[src/rtl/core/fixed_frame_deframer_dispatch_top_defines.svh]
// Assertion macros for the fixed frame deframer.
// Included by the modules that carry concurrent checks.
`ifndef FIXED_FRAME_DEFRAMER_DISPATCH_TOP_DEFINES_SVH
`define FIXED_FRAME_DEFRAMER_DISPATCH_TOP_DEFINES_SVH

// cons must hold in the same cycle as ante
`define FFDD_ASSERT_SAME(label, clk, rst, ante, cons, msg) \
   label: assert property (@(posedge clk) disable iff (rst) (ante) |-> (cons)) \
      else $error(msg);

// cons must hold in the cycle after ante
`define FFDD_ASSERT_NEXT(label, clk, rst, ante, cons, msg) \
   label: assert property (@(posedge clk) disable iff (rst) (ante) |=> (cons)) \
      else $error(msg);

`endif

[src/rtl/core/ffdd_pkg.sv]
// Shared types and constants of the fixed frame deframer.
// No dependencies.
package ffdd_pkg;

   localparam logic [7:0] START_MARK = 8'h73;
   localparam logic [7:0] END_MARK   = 8'h65;
   localparam int RESULT_CAP = 32;
   localparam int POS_W = 5;
   localparam int TYPES_W = 64;
   localparam int ENABLE_W = 8;
   localparam int CSR_DATA_W = 64;
   localparam int CSR_INDEX_W = 1;
   localparam int MASK_W = 8;

   localparam logic [CSR_INDEX_W-1:0] CSR_SUBSCRIBER_TYPES  = 1'd0;
   localparam logic [CSR_INDEX_W-1:0] CSR_SUBSCRIBER_ENABLE = 1'd1;

   typedef struct packed {
      logic [7:0] rx_byte;
      logic       end_of_transfer;
   } req_payload_type;

   typedef struct packed {
      logic             status;
      logic [7:0]       frame_byte;
      logic [POS_W-1:0] byte_position;
      logic [MASK_W-1:0] ready_mask;
      logic             last_of_run;
   } rsp_payload_type;

   typedef struct packed {
      logic              fire;
      logic              good;
      logic [MASK_W-1:0] mask;
   } frame_done_type;

   typedef struct packed {
      logic busy;
      logic out_full;
   } emit_status_type;

   typedef enum logic [1:0] {
      EMIT_IDLE,
      EMIT_READ,
      EMIT_LOAD
   } emit_state_type;

endpackage

[src/rtl/core/ffdd_ram.sv]
// Generic single-write, single-read RAM with registered read data.
// No dependencies.
module ffdd_ram #(
   parameter int WIDTH = 8,
   parameter int DEPTH = 32
) (
   input  logic                     clock,
   input  logic                     wr_en,
   input  logic [$clog2(DEPTH)-1:0] wr_addr,
   input  logic [WIDTH-1:0]         wr_data,
   input  logic [$clog2(DEPTH)-1:0] rd_addr,
   output logic [WIDTH-1:0]         rd_data
);

   logic [WIDTH-1:0] mem_ff [DEPTH];
   logic [WIDTH-1:0] rd_data_ff;

   always_ff @(posedge clock) begin
      if (wr_en) begin
         mem_ff[wr_addr] <= wr_data;
      end
      rd_data_ff <= mem_ff[rd_addr];
   end

   assign rd_data = rd_data_ff;

endmodule

[src/rtl/core/ffdd_hunter.sv]
// Input side: transfer byte limit, start hunt and frame fill into the frame RAM.
// Depends on ffdd_pkg.
module ffdd_hunter #(
   parameter int FRAME_BYTES    = 32,
   parameter int TRANSFER_LIMIT = 32,
   parameter int SUBSCRIBERS    = 8
) (
   input  logic                           clock,
   input  logic                           reset,
   input  logic                           req_valid,
   output logic                           req_stall,
   input  ffdd_pkg::req_payload_type      req_data,
   input  logic [ffdd_pkg::TYPES_W-1:0]   subscriber_types,
   input  logic [ffdd_pkg::ENABLE_W-1:0]  subscriber_enable,
   input  ffdd_pkg::emit_status_type      emit_status,
   output ffdd_pkg::frame_done_type       frame_done,
   output logic                           wr_en,
   output logic [$clog2(FRAME_BYTES)-1:0] wr_addr,
   output logic [7:0]                     wr_data
);

   localparam int AW = $clog2(FRAME_BYTES);
   localparam int CW = $clog2(TRANSFER_LIMIT + 1);

   logic [CW-1:0] count_ff, count_in;
   logic          collecting_ff, collecting_in;
   logic [AW-1:0] fill_ff, fill_in;
   logic [7:0]    byte1_ff, byte1_in;
   logic          in_window, completes, accept;
   logic [ffdd_pkg::MASK_W-1:0] match_mask;

   assign in_window = count_ff < CW'(TRANSFER_LIMIT);
   assign completes = in_window && collecting_ff && (fill_ff == AW'(FRAME_BYTES - 1));
   assign req_stall = emit_status.busy || (completes && emit_status.out_full);
   assign accept    = req_valid && !req_stall;

   always_comb begin
      match_mask = '0;
      for (int i = 0; i < SUBSCRIBERS; i++) begin
         match_mask[i] = subscriber_enable[i] && (subscriber_types[8*i +: 8] == byte1_ff);
      end
   end

   always_comb begin
      count_in      = count_ff;
      collecting_in = collecting_ff;
      fill_in       = fill_ff;
      byte1_in      = byte1_ff;
      wr_en         = 1'b0;
      wr_addr       = fill_ff;
      wr_data       = req_data.rx_byte;
      frame_done.fire = 1'b0;
      frame_done.good = 1'b0;
      frame_done.mask = match_mask;
      if (accept) begin
         if (req_data.end_of_transfer) begin
            count_in = '0;
         end else if (in_window) begin
            count_in = count_ff + CW'(1);
         end
         if (in_window) begin
            if (!collecting_ff) begin
               if (req_data.rx_byte == ffdd_pkg::START_MARK) begin
                  wr_en         = 1'b1;
                  wr_addr       = '0;
                  fill_in       = AW'(1);
                  collecting_in = 1'b1;
               end
            end else begin
               wr_en = 1'b1;
               if (fill_ff == AW'(1)) begin
                  byte1_in = req_data.rx_byte;
               end
               if (completes) begin
                  collecting_in   = 1'b0;
                  fill_in         = '0;
                  frame_done.fire = 1'b1;
                  frame_done.good = req_data.rx_byte == ffdd_pkg::END_MARK;
               end else begin
                  fill_in = fill_ff + AW'(1);
               end
            end
         end
      end
   end

   always_ff @(posedge clock) begin
      if (reset) begin
         count_ff      <= '0;
         collecting_ff <= 1'b0;
         fill_ff       <= '0;
      end else begin
         count_ff      <= count_in;
         collecting_ff <= collecting_in;
         fill_ff       <= fill_in;
      end
      byte1_ff <= byte1_in;
   end

endmodule

[src/rtl/core/ffdd_emitter.sv]
// Result side: ready flags, frame RAM read-out sequencer and output register.
// Depends on ffdd_pkg and the assertion macro header.
`include "fixed_frame_deframer_dispatch_top_defines.svh"

module ffdd_emitter #(
   parameter int FRAME_BYTES = 32
) (
   input  logic                           clock,
   input  logic                           reset,
   input  ffdd_pkg::frame_done_type       frame_done,
   output ffdd_pkg::emit_status_type      emit_status,
   output logic [$clog2(FRAME_BYTES)-1:0] rd_addr,
   input  logic [7:0]                     rd_data,
   output logic                           rsp_valid,
   input  logic                           rsp_stall,
   output ffdd_pkg::rsp_payload_type      rsp_data
);

   localparam int AW = $clog2(FRAME_BYTES);
   localparam int EMIT_N = (FRAME_BYTES < ffdd_pkg::RESULT_CAP) ? FRAME_BYTES
                                                               : ffdd_pkg::RESULT_CAP;

   ffdd_pkg::emit_state_type     state_ff, state_in;
   logic [AW-1:0]                idx_ff, idx_in;
   logic [ffdd_pkg::MASK_W-1:0]  flags_ff, flags_in;
   logic                         rsp_valid_ff, rsp_valid_in;
   ffdd_pkg::rsp_payload_type    rsp_data_ff, rsp_data_in;

   always_comb begin
      state_in     = state_ff;
      idx_in       = idx_ff;
      flags_in     = flags_ff;
      rsp_valid_in = rsp_valid_ff && rsp_stall;
      rsp_data_in  = rsp_data_ff;
      case (state_ff)
         ffdd_pkg::EMIT_IDLE: begin
            if (frame_done.fire) begin
               if (frame_done.good) begin
                  flags_in = frame_done.mask;
                  idx_in   = '0;
                  state_in = ffdd_pkg::EMIT_READ;
               end else begin
                  rsp_valid_in              = 1'b1;
                  rsp_data_in.status        = 1'b1;
                  rsp_data_in.frame_byte    = '0;
                  rsp_data_in.byte_position = '0;
                  rsp_data_in.ready_mask    = flags_ff;
                  rsp_data_in.last_of_run   = 1'b1;
               end
            end
         end
         ffdd_pkg::EMIT_READ: begin
            state_in = ffdd_pkg::EMIT_LOAD;
         end
         ffdd_pkg::EMIT_LOAD: begin
            if (!rsp_valid_ff || !rsp_stall) begin
               rsp_valid_in              = 1'b1;
               rsp_data_in.status        = 1'b0;
               rsp_data_in.frame_byte    = rd_data;
               rsp_data_in.byte_position = ffdd_pkg::POS_W'(idx_ff);
               rsp_data_in.ready_mask    = flags_ff;
               rsp_data_in.last_of_run   = idx_ff == AW'(EMIT_N - 1);
               if (idx_ff == AW'(EMIT_N - 1)) begin
                  state_in = ffdd_pkg::EMIT_IDLE;
               end else begin
                  idx_in   = idx_ff + AW'(1);
                  state_in = ffdd_pkg::EMIT_READ;
               end
            end
         end
         default: begin
            state_in = ffdd_pkg::EMIT_IDLE;
         end
      endcase
   end

   always_ff @(posedge clock) begin
      if (reset) begin
         state_ff     <= ffdd_pkg::EMIT_IDLE;
         idx_ff       <= '0;
         flags_ff     <= '0;
         rsp_valid_ff <= 1'b0;
      end else begin
         state_ff     <= state_in;
         idx_ff       <= idx_in;
         flags_ff     <= flags_in;
         rsp_valid_ff <= rsp_valid_in;
      end
      rsp_data_ff <= rsp_data_in;
   end

   assign rd_addr              = idx_ff;
   assign rsp_valid            = rsp_valid_ff;
   assign rsp_data             = rsp_data_ff;
   assign emit_status.busy     = state_ff != ffdd_pkg::EMIT_IDLE;
   assign emit_status.out_full = rsp_valid_ff;

   `FFDD_ASSERT_SAME(a_done_when_idle, clock, reset, frame_done.fire,
      state_ff == ffdd_pkg::EMIT_IDLE, "frame completed while read-out busy")
   `FFDD_ASSERT_SAME(a_error_slot_free, clock, reset, frame_done.fire && !frame_done.good,
      !rsp_valid_ff, "error result with output register occupied")
   `FFDD_ASSERT_NEXT(a_error_emitted, clock, reset, frame_done.fire && !frame_done.good,
      rsp_valid_ff && rsp_data_ff.status && rsp_data_ff.last_of_run,
      "error result not loaded")
   `FFDD_ASSERT_SAME(a_burst_in_progress, clock, reset,
      rsp_valid_ff && !rsp_data_ff.last_of_run,
      state_ff != ffdd_pkg::EMIT_IDLE, "frame burst ended early")

endmodule

[src/rtl/core/fixed_frame_deframer_dispatch_top.sv]
// Fixed frame deframer top: bytes in, one byte per cycle while hunting or filling unless stalled.
// A bad trailer gives one result, registered in the cycle after the trailer byte.
// A good frame streams min(FRAME_BYTES,32) results, each read through the frame
// RAM read port in READ, LOAD; input is held off until the last result is loaded.
// Synchronous reset clears control state and config; frame RAM is not cleared.
module fixed_frame_deframer_dispatch_top #(
   parameter int FRAME_BYTES    = 32,
   parameter int TRANSFER_LIMIT = 32,
   parameter int SUBSCRIBERS    = 8
) (
   input  logic                                clock,
   input  logic                                reset,
   input  logic                                req_valid,
   output logic                                req_stall,
   input  ffdd_pkg::req_payload_type           req_data,
   output logic                                rsp_valid,
   input  logic                                rsp_stall,
   output ffdd_pkg::rsp_payload_type           rsp_data,
   input  logic                                csr_write_enable,
   input  logic [ffdd_pkg::CSR_INDEX_W-1:0]    csr_index,
   input  logic [ffdd_pkg::CSR_DATA_W-1:0]     csr_write_data
);

   localparam int AW = $clog2(FRAME_BYTES);

   logic [ffdd_pkg::TYPES_W-1:0]  types_ff;
   logic [ffdd_pkg::ENABLE_W-1:0] enable_ff;
   ffdd_pkg::frame_done_type      frame_done;
   ffdd_pkg::emit_status_type     emit_status;
   logic                          wr_en;
   logic [AW-1:0]                 wr_addr, rd_addr;
   logic [7:0]                    wr_data, rd_data;

   always_ff @(posedge clock) begin
      if (reset) begin
         types_ff  <= '0;
         enable_ff <= '0;
      end else if (csr_write_enable) begin
         if (csr_index == ffdd_pkg::CSR_SUBSCRIBER_TYPES) begin
            types_ff <= csr_write_data[ffdd_pkg::TYPES_W-1:0];
         end
         if (csr_index == ffdd_pkg::CSR_SUBSCRIBER_ENABLE) begin
            enable_ff <= csr_write_data[ffdd_pkg::ENABLE_W-1:0];
         end
      end
   end

   ffdd_hunter #(
      .FRAME_BYTES    (FRAME_BYTES),
      .TRANSFER_LIMIT (TRANSFER_LIMIT),
      .SUBSCRIBERS    (SUBSCRIBERS)
   ) u_hunter (
      .clock             (clock),
      .reset             (reset),
      .req_valid         (req_valid),
      .req_stall         (req_stall),
      .req_data          (req_data),
      .subscriber_types  (types_ff),
      .subscriber_enable (enable_ff),
      .emit_status       (emit_status),
      .frame_done        (frame_done),
      .wr_en             (wr_en),
      .wr_addr           (wr_addr),
      .wr_data           (wr_data)
   );

   ffdd_ram #(
      .WIDTH (8),
      .DEPTH (FRAME_BYTES)
   ) u_frame_ram (
      .clock   (clock),
      .wr_en   (wr_en),
      .wr_addr (wr_addr),
      .wr_data (wr_data),
      .rd_addr (rd_addr),
      .rd_data (rd_data)
   );

   ffdd_emitter #(
      .FRAME_BYTES (FRAME_BYTES)
   ) u_emitter (
      .clock       (clock),
      .reset       (reset),
      .frame_done  (frame_done),
      .emit_status (emit_status),
      .rd_addr     (rd_addr),
      .rd_data     (rd_data),
      .rsp_valid   (rsp_valid),
      .rsp_stall   (rsp_stall),
      .rsp_data    (rsp_data)
   );

endmodule

[config.mk]
export PLATFORM = sky130hd
export DESIGN_NAME = fixed_frame_deframer_dispatch_top
export DESIGN_NICKNAME = d
export VERILOG_FILES = /design/src/rtl/core/ffdd_pkg.sv /design/src/rtl/core/ffdd_ram.sv /design/src/rtl/core/ffdd_hunter.sv /design/src/rtl/core/ffdd_emitter.sv /design/src/rtl/core/fixed_frame_deframer_dispatch_top.sv
export VERILOG_INCLUDE_DIRS = /design/src /design/src/rtl/core
export SDC_FILE = /design/constraint.sdc
export NUM_CORES = 1
export LEC_CHECK = 0
export ABC_CLOCK_PERIOD_IN_PS = 8100
export BUFFER_PORTS_ARGS = -buffer_cell sky130_fd_sc_hd__buf_2
export CAP_MARGIN = 10
export CORE_MARGIN = 2
export CORE_UTILIZATION = 65
export CTS_CLUSTER_SIZE = 16
export DETAILED_ROUTE_END_ITERATION = 12
export PLACE_DENSITY = 0.88
export SLEW_MARGIN = 20
export SYNTH_ARGS = -nofsm -noshare
export SYNTH_HDL_FRONTEND = slang
export SYNTH_SLANG_ARGS = --single-unit
[constraint.sdc]
create_clock -name clock -period 8.1 [get_ports clock]
set_input_delay 0.81 -clock clock [delete_from_list [all_inputs] [get_ports clock]]
set_output_delay 0.81 -clock clock [all_outputs]
set_load 0.005 [all_outputs]
==> flow_metrics.tcl <==
set metrics [dict create \
    outcome "finished, final reports clean" \
    ctsResizeCount 0 \
    ys.flop_type "edfxtp_1" \
    setup_violations 0 \
    grt_max_degree 99 \
    endpoint "u_frame_ram.mem_ff[11][7]$_DFFE_PP_" \
    r2r-start "u_hunter.fill_ff[0]$_SDFFE_PP0P_" \
    critPathLaunchType "flip-flop" \
    cts_tree "done" \
    grt_pass1_vias 9954 \
    cts_root_buf "clkbuf_16" \
    powerDensity_nw_per_um2 230 \
    ir_drop_uv 149 \
    drt_iter0_markers 1390 \
    rows 56 \
    async_flop_share 0 \
    slew_headroom 0.294 \
    fin_crit_ns 3.48 \
    cts.clk_slew.worst_paths_ns 0.06 \
    r2r_end "u_frame_ram.mem_ff[11][7]$_DFFE_PP_" \
    die_w_um 159 \
    fin_setup_tns_ns 0 \
    hold-worst-slack_ns 0.442 \
    fp.dieH_um 159 \
    path_class "flip-flop to flip-flop" \
    crit_start "u_hunter.fill_ff[0]$_SDFFE_PP0P_" \
    numPortBuffers 103 \
    grt.overflow.total 0 \
    antenna_cells 0 \
    dr_total_vias 10200 \
    n_fill_cell 1338 \
    cp-end-kind "flip-flop" \
    drv_cap 0 \
    power.leakage_nw 5.78 \
    htreeDepth 2 \
    period_share 0.430 \
    worstMarginPinSlew_ns 1.06 \
    r2r_slack_ns 4.62 \
    worstRegToRegCells 8 \
    clockBufferDepth 3 \
    synth_edf_count 287 \
    ant_nets 0 \
    core_area_um2 23500 \
    hold_path_class "flip-flop to flip-flop" \
    hpwl_um 22400 \
    stdcell_area_um2 17600 \
    synth_nets 1209 \
    wl_per_cell_um 24.6 \
    fin_cells 1554 \
    skew_ns 0.0207 \
    rsz0062_at_grt "false" \
    routed_wl_um 38200 \
    viasPerCell 6.56 \
    synth_cell_types 52 \
    globalRouteTotalUtil 0.301 \
    route.detailed.drc 0 \
    die_area_um2 25400 \
    firstDrtPassIters 5 \
    drive_above_1_share 0.186 \
    clock_sinks 395 \
    max_freq_mhz 287 \
    ys_seq_elements 395 \
    clk_latency_ns 0.54 \
    gp_congestion 0.872 \
    area_growth_pct 12.5 \
    avgSynthCellArea_um2 13.9 \
    syn_area_um2 15700 \
    crit_fanout 10 \
    dpl_cell_area_um2 16400 \
    crit_required_ns 8.26 \
    cts_buffers 38 \
    grt_pass1_wl_um 58000 \
    synth_warnings 0 \
    nets 1291 \
    placed_cells 1485 \
    start_util 0.666 \
    antenna_found_initial 0 \
    syn-instance-count 1124 \
    finalHoldViolations 0 \
    cts_hold_buf 0 \
    io_pins 104 \
    yosysSeqAreaShare 0.688 \
    drv_slew 0 \
    worstPathArrival_ns 3.64 \
    cts_setup_buffers 0 \
]
[power breakdown]
| group | switching (mW) | internal, mW |
|---|---|---|
| registers | 0.0123 | 2.18 |
| logic | 0.0733 | 0.0386 |
| clock network | 0.752 | 1.00 |
[metal layers]
metal  track usage  wire [um]
met5             0          0
met4         0.113       1470
met3        0.0526       4280
met2         0.491      18400
met1         0.412      14000
[sequential cells by signal, summed over array words and instances (netlist names)]
| register | count |
|---|---|
| u_hunter.byte1_ff | 8 |
| u_emitter.rsp_valid | 1 |
| u_frame_ram.rd_data | 8 |
| u_emitter.state_ff | 2 |
| u_hunter.count_ff | 6 |
| types_ff | 64 |
| enable_ff | 8 |
| u_frame_ram.mem_ff | 256 |
| u_emitter.rd_addr | 5 |
| u_hunter.fill_ff | 5 |
| u_emitter.flags_ff | 8 |
| u_hunter.collecting_ff | 1 |
| u_emitter.rsp_data | 23 |
[cells in the mapped netlist (12+ instances only)]
master    count  area share
a21oi_1      98       0.031
a22oi_1      30       0.014
and2_1       15      0.0060
buf_2        12      0.0038
clkbuf_1     49       0.012
dfxtp_1     108        0.14
edfxtp_1    287        0.55
mux2i_1      26       0.017
mux4_2       48       0.069
nand2_1     165       0.040
nand3_1      35       0.011
nand4_1      18      0.0072
nor2_1       64       0.015
xnor2_1      65       0.036
[cells by family after synthesis]
kind of cell	Yosys count	synth area share
AND/OR/NAND/NOR	350	0.105
AO/OA/AOI/OAI	155	0.0585
buffers and inverters	74	0.0188
adder cells (fa/ha/maj)	6	0.00479
flip-flops	395	0.688
multiplexers	76	0.0870
XOR/XNOR	68	0.0380
[per-stage QoR]
stage                     setup WS (ns)  power, mW  utilization
final                              4.62       4.06        0.749
after global routing               4.37       4.14        0.749
after CTS                          4.69       4.05        0.749
after detailed placement           4.30       2.34        0.696
after global placement             4.60       2.34        0.696
after floorplan                    4.33       2.29            -
[worst min path at each step]
| stage | from | end | slack [ns] | depth (start not counted) |
|---|---|---|---|---|
| 2_1_floorplan | u_emitter.flags_ff[0]$_SDFFE_PP0P_ | u_emitter.rsp_data[1]$_DFFE_PP_ | 0.41 | 0 |
| 3_3_place_gp | u_emitter.flags_ff[0]$_SDFFE_PP0P_ | u_emitter.rsp_data[1]$_DFFE_PP_ | 0.42 | 0 |
| 3_5_place_dp | u_emitter.flags_ff[7]$_SDFFE_PP0P_ | u_emitter.rsp_data[8]$_DFFE_PP_ | 0.42 | 0 |
| 4_1_cts | u_emitter.flags_ff[7]$_SDFFE_PP0P_ | u_emitter.rsp_data[8]$_DFFE_PP_ | 0.44 | 0 |
| 5_1_grt | u_emitter.flags_ff[7]$_SDFFE_PP0P_ | u_emitter.rsp_data[8]$_DFFE_PP_ | 0.45 | 0 |
| 6_report | u_emitter.flags_ff[7]$_SDFFE_PP0P_ | u_emitter.rsp_data[8]$_DFFE_PP_ | 0.44 | 0 |
[area by class of cell]
type | instances | area [um2] | area share
Sequential cell | 395 | 10800 | 0.612
Multi-Input combinational cell | 655 | 4620 | 0.262
Clock buffer | 46 | 1020 | 0.0580
Timing Repair Buffer | 110 | 568 | 0.0322
Tap cell | 319 | 399 | 0.0226
Clock inverter | 23 | 211 | 0.0120
Inverter | 6 | 22.5 | 0.00128
[critical path, stage by stage, from the launching register on]
cell and delay [ns]:
dfxtp_1 0.42, ha_1 0.28, and3_1 0.19, ha_1 0.20
nand4b_1 0.16, nor2b_1 0.32, and2_1 0.29, nand3_1 0.42
nor2_1 0.81
[cell usage in the layout, fill, tap and decap left out, types with 3 or more instances in the layout]
| master | netlist | layout |
|---|---|---|
| and3_1 | 4 | 4 |
| dfxtp_1 | 108 | 105 |
| a221oi_1 | 3 | 3 |
| nand3b_1 | 4 | 4 |
| bufinv_16 | 0 | 3 |
| buf_2 | 12 | 103 |
| buf_4 | 0 | 7 |
| clkinv_2 | 0 | 6 |
| nor2_1 | 64 | 64 |
| clkinv_1 | 0 | 8 |
| clkbuf_16 | 0 | 39 |
| a21oi_1 | 98 | 98 |
| nor2b_1 | 10 | 9 |
| ha_1 | 6 | 6 |
| nor3_1 | 3 | 3 |
| o21ai_0 | 4 | 4 |
| edfxtp_1 | 287 | 287 |
| nor4_1 | 8 | 8 |
| nand2b_1 | 7 | 6 |
| nand4_1 | 18 | 18 |
| a21o_1 | 4 | 4 |
| and4bb_2 | 3 | 3 |
| inv_1 | 6 | 6 |
| clkbuf_1 | 49 | 5 |
| and2_1 | 15 | 15 |
| a22oi_1 | 30 | 30 |
| mux4_2 | 48 | 48 |
| a211oi_1 | 6 | 6 |
| xor2_1 | 3 | 3 |
| xnor2_1 | 65 | 65 |
| nand3_1 | 35 | 35 |
| mux2i_1 | 26 | 26 |
| nand2_1 | 165 | 165 |
Note: power is estimated with default switching activity, not from simulation.
